--- config.mk ---
export PLATFORM = sky130hd
export DESIGN_NAME = zero_run_mtf_decoder_core
export DESIGN_NICKNAME = d
export VERILOG_FILES = /design/src/rtl/zrmd_pkg.sv /design/src/rtl/zrmd_datapath.sv /design/src/rtl/zrmd_ctrl.sv /design/src/rtl/zero_run_mtf_decoder_core.sv
export VERILOG_INCLUDE_DIRS = /design/src /design/src/rtl
export SDC_FILE = /design/constraint.sdc
export NUM_CORES = 2
export LEC_CHECK = 0
export BUFFER_PORTS_ARGS = -buffer_cell sky130_fd_sc_hd__buf_4
export CAP_MARGIN = 20
export CORE_MARGIN = 3
export CORE_UTILIZATION = 40
export CTS_CLUSTER_SIZE = 8
export DETAILED_ROUTE_END_ITERATION = 10
export GPL_TIMING_DRIVEN = 1
export PLACE_DENSITY = 0.56
export SLEW_MARGIN = 20
export SYNTH_ARGS = -nofsm -noshare
export SYNTH_HDL_FRONTEND = slang
export SYNTH_HIERARCHICAL = 1
export SYNTH_SLANG_ARGS = --single-unit
--- constraint.sdc ---
create_clock -name clk -period 10.3 [get_ports clk]
set_input_delay 2.06 -clock clk [delete_from_list [all_inputs] [get_ports clk]]
set_output_delay 2.06 -clock clk [all_outputs]
set_load 0.005 [all_outputs]
--- src/rtl/zero_run_mtf_decoder_core_macros.svh ---
// assertion macros shared by the decoder modules
`ifndef ZERO_RUN_MTF_DECODER_CORE_MACROS_SVH
`define ZERO_RUN_MTF_DECODER_CORE_MACROS_SVH

// same-cycle implication, checked outside reset
`define ZRMD_ASSERT_IMP(lbl, ante, cons) \
  lbl: assert property (@(posedge clk) disable iff (rst) (ante) |-> (cons)) \
    else $error("zrmd implication check failed");

// next-cycle implication, checked outside reset
`define ZRMD_ASSERT_NXT(lbl, ante, cons) \
  lbl: assert property (@(posedge clk) disable iff (rst) (ante) |=> (cons)) \
    else $error("zrmd next-cycle check failed");

`endif

--- src/rtl/zrmd_pkg.sv ---
// types and constants shared by the zero-run and move-to-front decoder
package zrmd_pkg;

  localparam int TableDepth = 256;
  localparam int IdxW       = 8;

  typedef logic [2:0] status_code_t;
  typedef logic [1:0] rd_sel_t;
  typedef logic [1:0] out_sel_t;

  localparam status_code_t StatusOk        = 3'd0;
  localparam status_code_t StatusRunDigits = 3'd1;
  localparam status_code_t StatusRunLong   = 3'd2;
  localparam status_code_t StatusTooLong   = 3'd3;
  localparam status_code_t StatusTruncEsc  = 3'd4;
  localparam status_code_t StatusBadEsc    = 3'd5;
  localparam status_code_t StatusFinalLong = 3'd6;
  localparam status_code_t StatusShort     = 3'd7;

  localparam rd_sel_t RdIdx = 2'd0;
  localparam rd_sel_t RdJm1 = 2'd1;
  localparam rd_sel_t RdJm2 = 2'd2;

  localparam out_sel_t OutFlush = 2'd0;
  localparam out_sel_t OutLit   = 2'd1;
  localparam out_sel_t OutFinal = 2'd2;
  localparam out_sel_t OutStat  = 2'd3;

  typedef struct packed {
    logic         accept;
    logic         new_section;
    logic         set_failed;
    logic         clear_esc;
    logic         set_esc;
    logic         digit;
    logic         run_clear;
    logic         br_sub_rl;
    logic         br_dec;
    logic         idx_load_esc;
    logic         idx_load_lit;
    logic         err_load;
    status_code_t err_code;
    logic         sym_from_front;
    logic         sym_from_mem;
    rd_sel_t      rd_sel;
    logic         j_load;
    logic         shift_step;
    logic         front_from_sym;
    logic         out_load;
    out_sel_t     out_sel;
  } cmd_t;

  typedef struct packed {
    logic is_digit;
    logic lt_254;
    logic is_255;
    logic eos;
    logic esc;
    logic failed;
    logic k_nz;
    logic k_last;
    logic rl_ge_br;
    logic rl_gt_br;
    logic rl_eq_br;
    logic br_zero;
    logic idx_zero;
    logic j_one;
    logic out_free;
  } stat_t;

endpackage

--- src/rtl/zrmd_datapath.sv ---
// datapath: run accumulator, byte count, table memory with shift sweep, output register
module zrmd_datapath #(
  parameter int MAX_SECTION = 32768
) (
  input  logic            clk,
  input  logic            rst,
  input  logic            cfg_wr_en,
  input  logic [15:0]     cfg_wr_data,
  input  logic [7:0]      code_byte,
  input  logic            end_of_section,
  input  zrmd_pkg::cmd_t  cmd,
  output zrmd_pkg::stat_t stat,
  output logic            out_valid,
  input  logic            out_stall,
  output logic [7:0]      symbol,
  output logic [15:0]     repeat_res,
  output logic [2:0]      status,
  output logic            section_done
);
  import zrmd_pkg::*;
`include "zero_run_mtf_decoder_core_macros.svh"

  localparam logic [16:0] MaxLen = 17'(MAX_SECTION);

  logic [15:0]     sec_len;
  logic [15:0]     eff_len;
  logic            open;
  logic [7:0]      byte_q;
  logic            eos_q;
  logic [15:0]     br;
  logic [31:0]     acc;
  logic [4:0]      k;
  logic            esc;
  logic            failed;
  status_code_t    err;
  logic [IdxW-1:0] idx;
  logic [IdxW-1:0] j;
  logic [7:0]      front;
  logic [7:0]      sym;

  logic [7:0]            mem [TableDepth];
  logic [TableDepth-1:0] valid_bits;
  logic [IdxW-1:0]       raddr;
  logic [7:0]            rd_data;
  logic                  rd_valid;
  logic [IdxW-1:0]       rd_addr_q;
  logic [7:0]            rd_value;
  logic [7:0]            wdata;

  logic [32:0] run_len;
  logic [32:0] br_ext;

  logic [7:0]  o_sym;
  logic [15:0] o_rep;
  logic [2:0]  o_st;
  logic        o_done;

  assign eff_len  = ({1'b0, sec_len} > MaxLen) ? MaxLen[15:0] : sec_len;
  assign run_len  = {1'b0, acc} + (33'd1 << k) - 33'd1;
  assign br_ext   = {17'd0, br};
  assign rd_value = rd_valid ? rd_data : rd_addr_q;
  assign wdata    = (j == IdxW'(1)) ? front : rd_value;

  always_comb begin
    case (cmd.rd_sel)
      RdIdx:   raddr = idx;
      RdJm1:   raddr = j - IdxW'(1);
      RdJm2:   raddr = j - IdxW'(2);
      default: raddr = idx;
    endcase
  end

  assign stat.is_digit = (byte_q < 8'd2);
  assign stat.lt_254   = (byte_q < 8'd254);
  assign stat.is_255   = (byte_q == 8'd255);
  assign stat.eos      = eos_q;
  assign stat.esc      = esc;
  assign stat.failed   = failed;
  assign stat.k_nz     = (k != 5'd0);
  assign stat.k_last   = (k == 5'd31);
  assign stat.rl_ge_br = (run_len >= br_ext);
  assign stat.rl_gt_br = (run_len > br_ext);
  assign stat.rl_eq_br = (run_len == br_ext);
  assign stat.br_zero  = (br == 16'd0);
  assign stat.idx_zero = (idx == IdxW'(0));
  assign stat.j_one    = (j == IdxW'(1));
  assign stat.out_free = !out_valid || !out_stall;

  always_ff @(posedge clk) begin
    if (rst) begin
      sec_len <= 16'd32768;
    end else if (cfg_wr_en) begin
      sec_len <= cfg_wr_data;
    end
  end

  // table memory, entry 0 lives in front
  always_ff @(posedge clk) begin
    if (cmd.shift_step) begin
      mem[j] <= wdata;
    end
    rd_data   <= mem[raddr];
    rd_valid  <= valid_bits[raddr];
    rd_addr_q <= raddr;
  end

  always_ff @(posedge clk) begin
    if (rst) begin
      valid_bits <= '0;
    end else if (cmd.new_section) begin
      valid_bits <= '0;
    end else if (cmd.shift_step) begin
      valid_bits[j] <= 1'b1;
    end
  end

  always_ff @(posedge clk) begin
    if (cmd.accept) begin
      byte_q <= code_byte;
      eos_q  <= end_of_section;
      if (!open) begin
        br <= eff_len;
      end
    end
    if (cmd.br_sub_rl) begin
      br <= br - run_len[15:0];
    end
    if (cmd.br_dec) begin
      br <= br - 16'd1;
    end
    if (cmd.err_load) begin
      err <= cmd.err_code;
    end
    if (cmd.idx_load_esc) begin
      idx <= byte_q;
    end
    if (cmd.idx_load_lit) begin
      idx <= byte_q - 8'd1;
    end
    if (cmd.j_load) begin
      j <= idx;
    end else if (cmd.shift_step) begin
      j <= j - IdxW'(1);
    end
    if (cmd.sym_from_front) begin
      sym <= front;
    end
    if (cmd.sym_from_mem) begin
      sym <= rd_value;
    end
  end

  always_ff @(posedge clk) begin
    if (rst) begin
      open   <= 1'b0;
      acc    <= 32'd0;
      k      <= 5'd0;
      esc    <= 1'b0;
      failed <= 1'b0;
      front  <= 8'd0;
    end else begin
      if (cmd.accept) begin
        open <= 1'b1;
      end
      if (cmd.digit) begin
        acc <= acc | ({31'd0, byte_q[0]} << k);
        k   <= k + 5'd1;
      end
      if (cmd.run_clear) begin
        acc <= 32'd0;
        k   <= 5'd0;
      end
      if (cmd.set_esc) begin
        esc <= 1'b1;
      end
      if (cmd.clear_esc) begin
        esc <= 1'b0;
      end
      if (cmd.set_failed) begin
        failed <= 1'b1;
      end
      if (cmd.front_from_sym) begin
        front <= sym;
      end
      if (cmd.new_section) begin
        open   <= 1'b0;
        acc    <= 32'd0;
        k      <= 5'd0;
        esc    <= 1'b0;
        failed <= 1'b0;
        front  <= 8'd0;
      end
    end
  end

  always_comb begin
    case (cmd.out_sel)
      OutFlush: begin
        o_sym  = front;
        o_rep  = run_len[15:0];
        o_st   = StatusOk;
        o_done = 1'b0;
      end
      OutLit: begin
        o_sym  = sym;
        o_rep  = 16'd1;
        o_st   = StatusOk;
        o_done = eos_q && (br == 16'd0);
      end
      OutFinal: begin
        o_sym  = front;
        o_rep  = run_len[15:0];
        o_st   = StatusOk;
        o_done = (run_len == br_ext);
      end
      OutStat: begin
        o_sym  = 8'd0;
        o_rep  = 16'd0;
        o_st   = err;
        o_done = 1'b1;
      end
      default: begin
        o_sym  = 8'd0;
        o_rep  = 16'd0;
        o_st   = err;
        o_done = 1'b1;
      end
    endcase
  end

  always_ff @(posedge clk) begin
    if (rst) begin
      out_valid <= 1'b0;
    end else if (cmd.out_load) begin
      out_valid <= 1'b1;
    end else if (!out_stall) begin
      out_valid <= 1'b0;
    end
  end

  always_ff @(posedge clk) begin
    if (cmd.out_load) begin
      symbol       <= o_sym;
      repeat_res   <= o_rep;
      status       <= o_st;
      section_done <= o_done;
    end
  end

  // a flushed run always leaves room for the literal behind it
  `ZRMD_ASSERT_IMP(a_flush_fits, cmd.out_load && cmd.out_sel == OutFlush, !stat.rl_ge_br)
  `ZRMD_ASSERT_NXT(a_out_hold, out_valid && out_stall, out_valid && $stable(symbol))
  `ZRMD_ASSERT_IMP(a_shift_j, cmd.shift_step, j != IdxW'(0))

endmodule

--- src/rtl/zrmd_ctrl.sv ---
// controller state machine sequencing decode, run flush, table sweep and results
module zrmd_ctrl (
  input  logic            clk,
  input  logic            rst,
  input  logic            in_valid,
  output logic            in_stall,
  input  zrmd_pkg::stat_t stat,
  output zrmd_pkg::cmd_t  cmd
);
  import zrmd_pkg::*;
`include "zero_run_mtf_decoder_core_macros.svh"

  localparam logic [3:0] StIdle     = 4'd0;
  localparam logic [3:0] StDecode   = 4'd1;
  localparam logic [3:0] StFlush    = 4'd2;
  localparam logic [3:0] StLitChk   = 4'd3;
  localparam logic [3:0] StLitRd    = 4'd4;
  localparam logic [3:0] StLitSym   = 4'd5;
  localparam logic [3:0] StLitShift = 4'd6;
  localparam logic [3:0] StLitOut   = 4'd7;
  localparam logic [3:0] StEndChk   = 4'd8;
  localparam logic [3:0] StErr      = 4'd9;

  logic [3:0] state;
  logic [3:0] state_next;

  assign in_stall = (state != StIdle);

  always_comb begin
    cmd        = '0;
    cmd.rd_sel = RdIdx;
    state_next = state;
    case (state)
      StIdle: begin
        if (in_valid) begin
          cmd.accept = 1'b1;
          state_next = StDecode;
        end
      end
      StDecode: begin
        if (stat.failed) begin
          cmd.new_section = stat.eos;
          state_next      = StIdle;
        end else if (stat.esc) begin
          cmd.clear_esc = 1'b1;
          if (stat.lt_254) begin
            cmd.err_load = 1'b1;
            cmd.err_code = StatusBadEsc;
            state_next   = StErr;
          end else begin
            cmd.idx_load_esc = 1'b1;
            state_next       = StLitRd;
          end
        end else if (stat.is_digit) begin
          cmd.digit = 1'b1;
          if (stat.k_last) begin
            cmd.err_load = 1'b1;
            cmd.err_code = StatusRunDigits;
            state_next   = StErr;
          end else begin
            state_next = stat.eos ? StEndChk : StIdle;
          end
        end else begin
          state_next = stat.k_nz ? StFlush : StLitChk;
        end
      end
      StFlush: begin
        if (stat.rl_ge_br) begin
          cmd.err_load = 1'b1;
          cmd.err_code = StatusRunLong;
          state_next   = StErr;
        end else if (stat.out_free) begin
          cmd.out_load  = 1'b1;
          cmd.out_sel   = OutFlush;
          cmd.br_sub_rl = 1'b1;
          cmd.run_clear = 1'b1;
          state_next    = StLitChk;
        end
      end
      StLitChk: begin
        if (stat.br_zero) begin
          cmd.err_load = 1'b1;
          cmd.err_code = StatusTooLong;
          state_next   = StErr;
        end else begin
          cmd.br_dec = 1'b1;
          if (stat.is_255) begin
            if (stat.eos) begin
              cmd.err_load = 1'b1;
              cmd.err_code = StatusTruncEsc;
              state_next   = StErr;
            end else begin
              cmd.set_esc = 1'b1;
              state_next  = StIdle;
            end
          end else begin
            cmd.idx_load_lit = 1'b1;
            state_next       = StLitRd;
          end
        end
      end
      StLitRd: begin
        if (stat.idx_zero) begin
          cmd.sym_from_front = 1'b1;
          state_next         = StLitOut;
        end else begin
          cmd.j_load = 1'b1;
          state_next = StLitSym;
        end
      end
      StLitSym: begin
        cmd.sym_from_mem = 1'b1;
        cmd.rd_sel       = RdJm1;
        state_next       = StLitShift;
      end
      StLitShift: begin
        cmd.shift_step = 1'b1;
        cmd.rd_sel     = RdJm2;
        if (stat.j_one) begin
          cmd.front_from_sym = 1'b1;
          state_next         = StLitOut;
        end
      end
      StLitOut: begin
        if (stat.out_free) begin
          cmd.out_load = 1'b1;
          cmd.out_sel  = OutLit;
          if (stat.eos) begin
            if (stat.br_zero) begin
              cmd.new_section = 1'b1;
              state_next      = StIdle;
            end else begin
              cmd.err_load = 1'b1;
              cmd.err_code = StatusShort;
              state_next   = StErr;
            end
          end else begin
            state_next = StIdle;
          end
        end
      end
      StEndChk: begin
        if (!stat.k_nz) begin
          cmd.err_load = 1'b1;
          cmd.err_code = stat.br_zero ? StatusOk : StatusShort;
          state_next   = StErr;
        end else if (stat.rl_gt_br) begin
          cmd.err_load = 1'b1;
          cmd.err_code = StatusFinalLong;
          state_next   = StErr;
        end else if (stat.out_free) begin
          cmd.out_load  = 1'b1;
          cmd.out_sel   = OutFinal;
          cmd.br_sub_rl = 1'b1;
          if (stat.rl_eq_br) begin
            cmd.new_section = 1'b1;
            state_next      = StIdle;
          end else begin
            cmd.err_load = 1'b1;
            cmd.err_code = StatusShort;
            state_next   = StErr;
          end
        end
      end
      StErr: begin
        if (stat.out_free) begin
          cmd.out_load    = 1'b1;
          cmd.out_sel     = OutStat;
          cmd.new_section = stat.eos;
          cmd.set_failed  = !stat.eos;
          state_next      = StIdle;
        end
      end
      default: begin
        state_next = StIdle;
      end
    endcase
  end

  always_ff @(posedge clk) begin
    if (rst) begin
      state <= StIdle;
    end else begin
      state <= state_next;
    end
  end

  `ZRMD_ASSERT_NXT(a_accept_decode, in_valid && !in_stall, state == StDecode)
  `ZRMD_ASSERT_IMP(a_load_free, cmd.out_load, stat.out_free)
  `ZRMD_ASSERT_NXT(a_shift_end, state == StLitShift && stat.j_one, state == StLitOut)

endmodule

--- src/rtl/zero_run_mtf_decoder_core.sv ---
// occupancy: a literal beat steps through decode, literal check, table read, symbol fetch,
// shift sweep and output; an escaped index skips the literal check; a run flush before a
// literal adds the flush step, and any output stall holds the beat longer
// throughput: a new code beat is taken only when idle, after the last one is through; the
// table shift sweep runs through the single write port of the table memory, one entry a cycle
// reset: synchronous rst clears control and table valid bits, length register to 32768
module zero_run_mtf_decoder_core #(
  parameter int MAX_SECTION = 32768
) (
  input  logic        clk,
  input  logic        rst,
  input  logic        cfg_wr_en,
  input  logic [15:0] cfg_wr_data,
  input  logic        in_valid,
  output logic        in_stall,
  input  logic [7:0]  code_byte,
  input  logic        end_of_section,
  output logic        out_valid,
  input  logic        out_stall,
  output logic [7:0]  symbol,
  output logic [15:0] repeat_res,
  output logic [2:0]  status,
  output logic        section_done
);
  import zrmd_pkg::*;

  cmd_t  cmd;
  stat_t stat;

  zrmd_ctrl u_ctrl (
    .clk      (clk),
    .rst      (rst),
    .in_valid (in_valid),
    .in_stall (in_stall),
    .stat     (stat),
    .cmd      (cmd)
  );

  zrmd_datapath #(
    .MAX_SECTION (MAX_SECTION)
  ) u_datapath (
    .clk            (clk),
    .rst            (rst),
    .cfg_wr_en      (cfg_wr_en),
    .cfg_wr_data    (cfg_wr_data),
    .code_byte      (code_byte),
    .end_of_section (end_of_section),
    .cmd            (cmd),
    .stat           (stat),
    .out_valid      (out_valid),
    .out_stall      (out_stall),
    .symbol         (symbol),
    .repeat_res     (repeat_res),
    .status         (status),
    .section_done   (section_done)
  );

endmodule
==> results.cfg <==
[outcome]
outcome = finished, final reports clean

[global_route]
antenna_found_initial = 9
grt_pass1_wl_um = 422000
grt_pass1_vias = 61500
grt_use_total = 0.214
overflow = 0
grt_max_degree = 193

[detailed_routing]
first_pass_iters = 5
routed_wl_um = 287000
drtIter0Drc = 6754
final_antenna_net_count = 0
drc = 0
wl_per_cell_um = 25.8
via_count = 63400
viasPerCell = 5.69

[clock_tree]
cts.sinks = 2470
cts_tree = done
htree_levels = 5
cts-buffers-inserted = 359
clk_pin_slew_ns = 0.05
post_cts_resized = 0
post_cts_buffers = 0
hold_buffers = 0
clockRootBuffer = clkbuf_16
cts_buffer_depth = 4
insertion_delay_ns = 0.94

[timing]
period_needed_ns = 7.25
worst_pin_slew_ns = 1.18
slew_viol_final = 0
fin_crit_sh = 0.704
hold_viol = 0
finalClockSkew_ns = 0.0619
rsz0062_at_grt = false
setup_viol = 0
setup_tns_ns = 0
fmax_ghz = 0.138
slew_headroom = 0.209

[floorplan]
fp.coreArea_um2 = 254000
die_y_um = 512
row_count = 185
dieArea_um2 = 262000
start_util = 0.402
die_x_um = 512
ios = 60

[synthesis]
yosysTopAreaCell = edfxtp_1
ys_types = 90
synth_enable_flop_cells = 2128
synthFlopType = edfxtp_1
async_reset_ff_frac = 0
synth-seq-cells = 2470
yosysSeqAreaShare = 0.691
yosysTopAreaCellShare = 0.624
synth.area.top_cells = edfxtp_1 (62%), mux4_2 (7.3%), dfxtp_1 (6.7%)
synthCells = 7462
avgSynthCellArea_um2 = 13.7
yosys_warnings = 6
netlist_area_um2 = 102000
syn_nets = 7607

[worst_setup_path]
arrival_ns = 7.98
critPathKind = reg2reg
slowest_stage = buf_4
critPathMostFrequentCell = ha_1
critPathRequiredTime_ns = 11.03
endpoint_kind = flip-flop
critPathLaunchType = flip-flop
cp_slowest_stage_delay_ns = 0.61
critPathMaxFanout = 61

[power]
leakage_nw = 39.0
ir_worst_vdd_v = 0.000312
p_per_area_nw_per_um2 = 262

[placement]
dp_hpwl_um = 167000
place_area_um2 = 106000
routabilityCongestion = 0.833
numPortBuffers = 59

[job]
maxCapViolations = 0

[final_layout]
nFillCells = 22400
stdcell_area_um2 = 116000
area_delta_synth_final_pct = 13.3
nets = 7664
drive_above_1_share = 0.124

[worst_hold_path]
hold_class = reg2reg
[Yosys cell counts (all sizes together) (42+ instances only)]
master and n:
clkbuf 187, nor4 42, a21oi 199, a311oi 164, inv 172, mux2i 61, o21a 79, nand2 1386
ha 113, mux4 332, buf 280, o21ai 67, nor2 788, nand3 421, nor3 63, dfxtp 342
edfxtp 2128, and3 150, a31oi 87
[critical path, delay by kind of cell, from the launching register on]
| kind | cells | cell delay, ns |
|---|---|---|
| flip-flops | 1 | 0.38 |
| AO/OA/AOI/OAI | 9 | 1.92 |
| AND/OR/NAND/NOR | 10 | 2.07 |
| buffers and inverters | 4 | 0.91 |
| adder cells (fa/ha/maj) | 5 | 1.61 |
[final cells by class]
cell class | instances | area, µm² | area share
flip-flops and latches | 2470 | 70700 | 0.610
multi-input cells | 4353 | 28700 | 0.248
clock buffers | 609 | 10100 | 0.0871
well taps | 3366 | 4210 | 0.0363
repair buffers | 163 | 1430 | 0.0123
inverters | 172 | 689 | 0.00594
clock inverters | 7 | 60.1 | 0.000518
diodes | 2 | 5.00 | 0.0000432
[state kept, by name (all words and copies together), names as in the netlist, 16 cells and up]
| register | count |
|---|---|
| u_datapath/mem | 2048 |
| u_datapath/valid_bits | 256 |
| u_datapath/acc | 32 |
| u_datapath/br | 16 |
| u_datapath/repeat_res | 16 |
| u_datapath/sec_len | 16 |
[report_power, final]
part | switching [mW] | total [mW] | internal, mW
clock network | 4.09 | 10.7 | 6.57
logic | 5.12 | 6.82 | 1.70
registers | 0.171 | 12.9 | 12.7
[final timing paths]
path | depth (start not counted) | endpoint | slack, ns | from
setup / recovery | 28 | u_datapath/valid_bits[119] | 3.05 | u_datapath/k[1]
hold / removal | 1 | u_datapath/valid_bits[51] | 0.46 | u_datapath/valid_bits[51]
setup reg to reg | 28 | u_datapath/valid_bits[119] | 3.05 | u_datapath/k[1]
hold reg to reg | 1 | u_datapath/valid_bits[51] | 0.46 | u_datapath/valid_bits[51]
[stage by stage]
| stage | utilization | total power, mW | hold WS [ns] | std cells | setup WS, ns |
|---|---|---|---|---|---|
| after floorplan | - | 17.8 | 0.435 | 7462 | 0.330 |
| after global placement | 0.415 | 19.7 | 0.441 | 10500 | 3.36 |
| after detailed placement | 0.416 | 19.9 | 0.448 | 10500 | 3.17 |
| after CTS | 0.456 | 30.6 | 0.459 | 11100 | 3.15 |
| after global routing | 0.456 | 31.5 | 0.473 | 11100 | 2.27 |
| final | 0.456 | 30.3 | 0.460 | 11100 | 3.05 |
[cells by family (layout without fill, tap and decap cells)]
| family | Yosys count | in the layout | share of synthesized area |
|---|---|---|---|
| AO/OA/AOI/OAI | 776 | 776 | 0.0531 |
| other | 0 | 2 | 0 |
| XOR/XNOR | 59 | 59 | 0.00505 |
| multiplexers | 395 | 395 | 0.0792 |
| adder cells (fa/ha/maj) | 115 | 115 | 0.0142 |
| AND/OR/NAND/NOR | 3008 | 3008 | 0.126 |
| flip-flops | 2470 | 2470 | 0.691 |
| buffers and inverters | 639 | 951 | 0.0310 |
[metal layers]
metal | vias to the layer above | part of all wire | global-route usage | wire length (µm)
met3 | 462 | 0.074 | 0.0347 | 21300
li1 | 27900 | - | - | -
met5 | - | 0 | 0 | 0
met1 | 32600 | 0.43 | 0.305 | 122000
met4 | 0 | 0.028 | 0.0635 | 7950
met2 | 2491 | 0.47 | 0.338 | 136000
[placed cells by master, fill, tap and decap left out, drive strengths merged, types with 8 or more instances in the layout]
cell type | synthesis | layout
o21bai | 8 | 8
clkbuf | 187 | 609
a22o | 17 | 17
nor3b | 13 | 13
nor2b | 22 | 22
nand3 | 421 | 421
inv | 172 | 177
mux4 | 332 | 332
a221oi | 20 | 20
nand2 | 1386 | 1386
nand2b | 16 | 16
a31oi | 87 | 87
xnor2 | 39 | 39
nor4 | 42 | 42
a21oi | 199 | 199
xor2 | 20 | 20
and3 | 150 | 150
ha | 113 | 113
o22ai | 22 | 22
o21ai | 67 | 67
nand4 | 39 | 39
o211ai | 9 | 9
buf | 280 | 163
o21a | 79 | 79
o31ai | 8 | 8
or3 | 8 | 8
or2 | 10 | 10
a21o | 15 | 15
edfxtp | 2128 | 2128
and2 | 28 | 28
nor2 | 788 | 788
a311oi | 164 | 164
a211oi | 25 | 25
mux2i | 61 | 61
nor3 | 63 | 63
dfxtp | 342 | 342
Power figures use the tool's default switching activity.
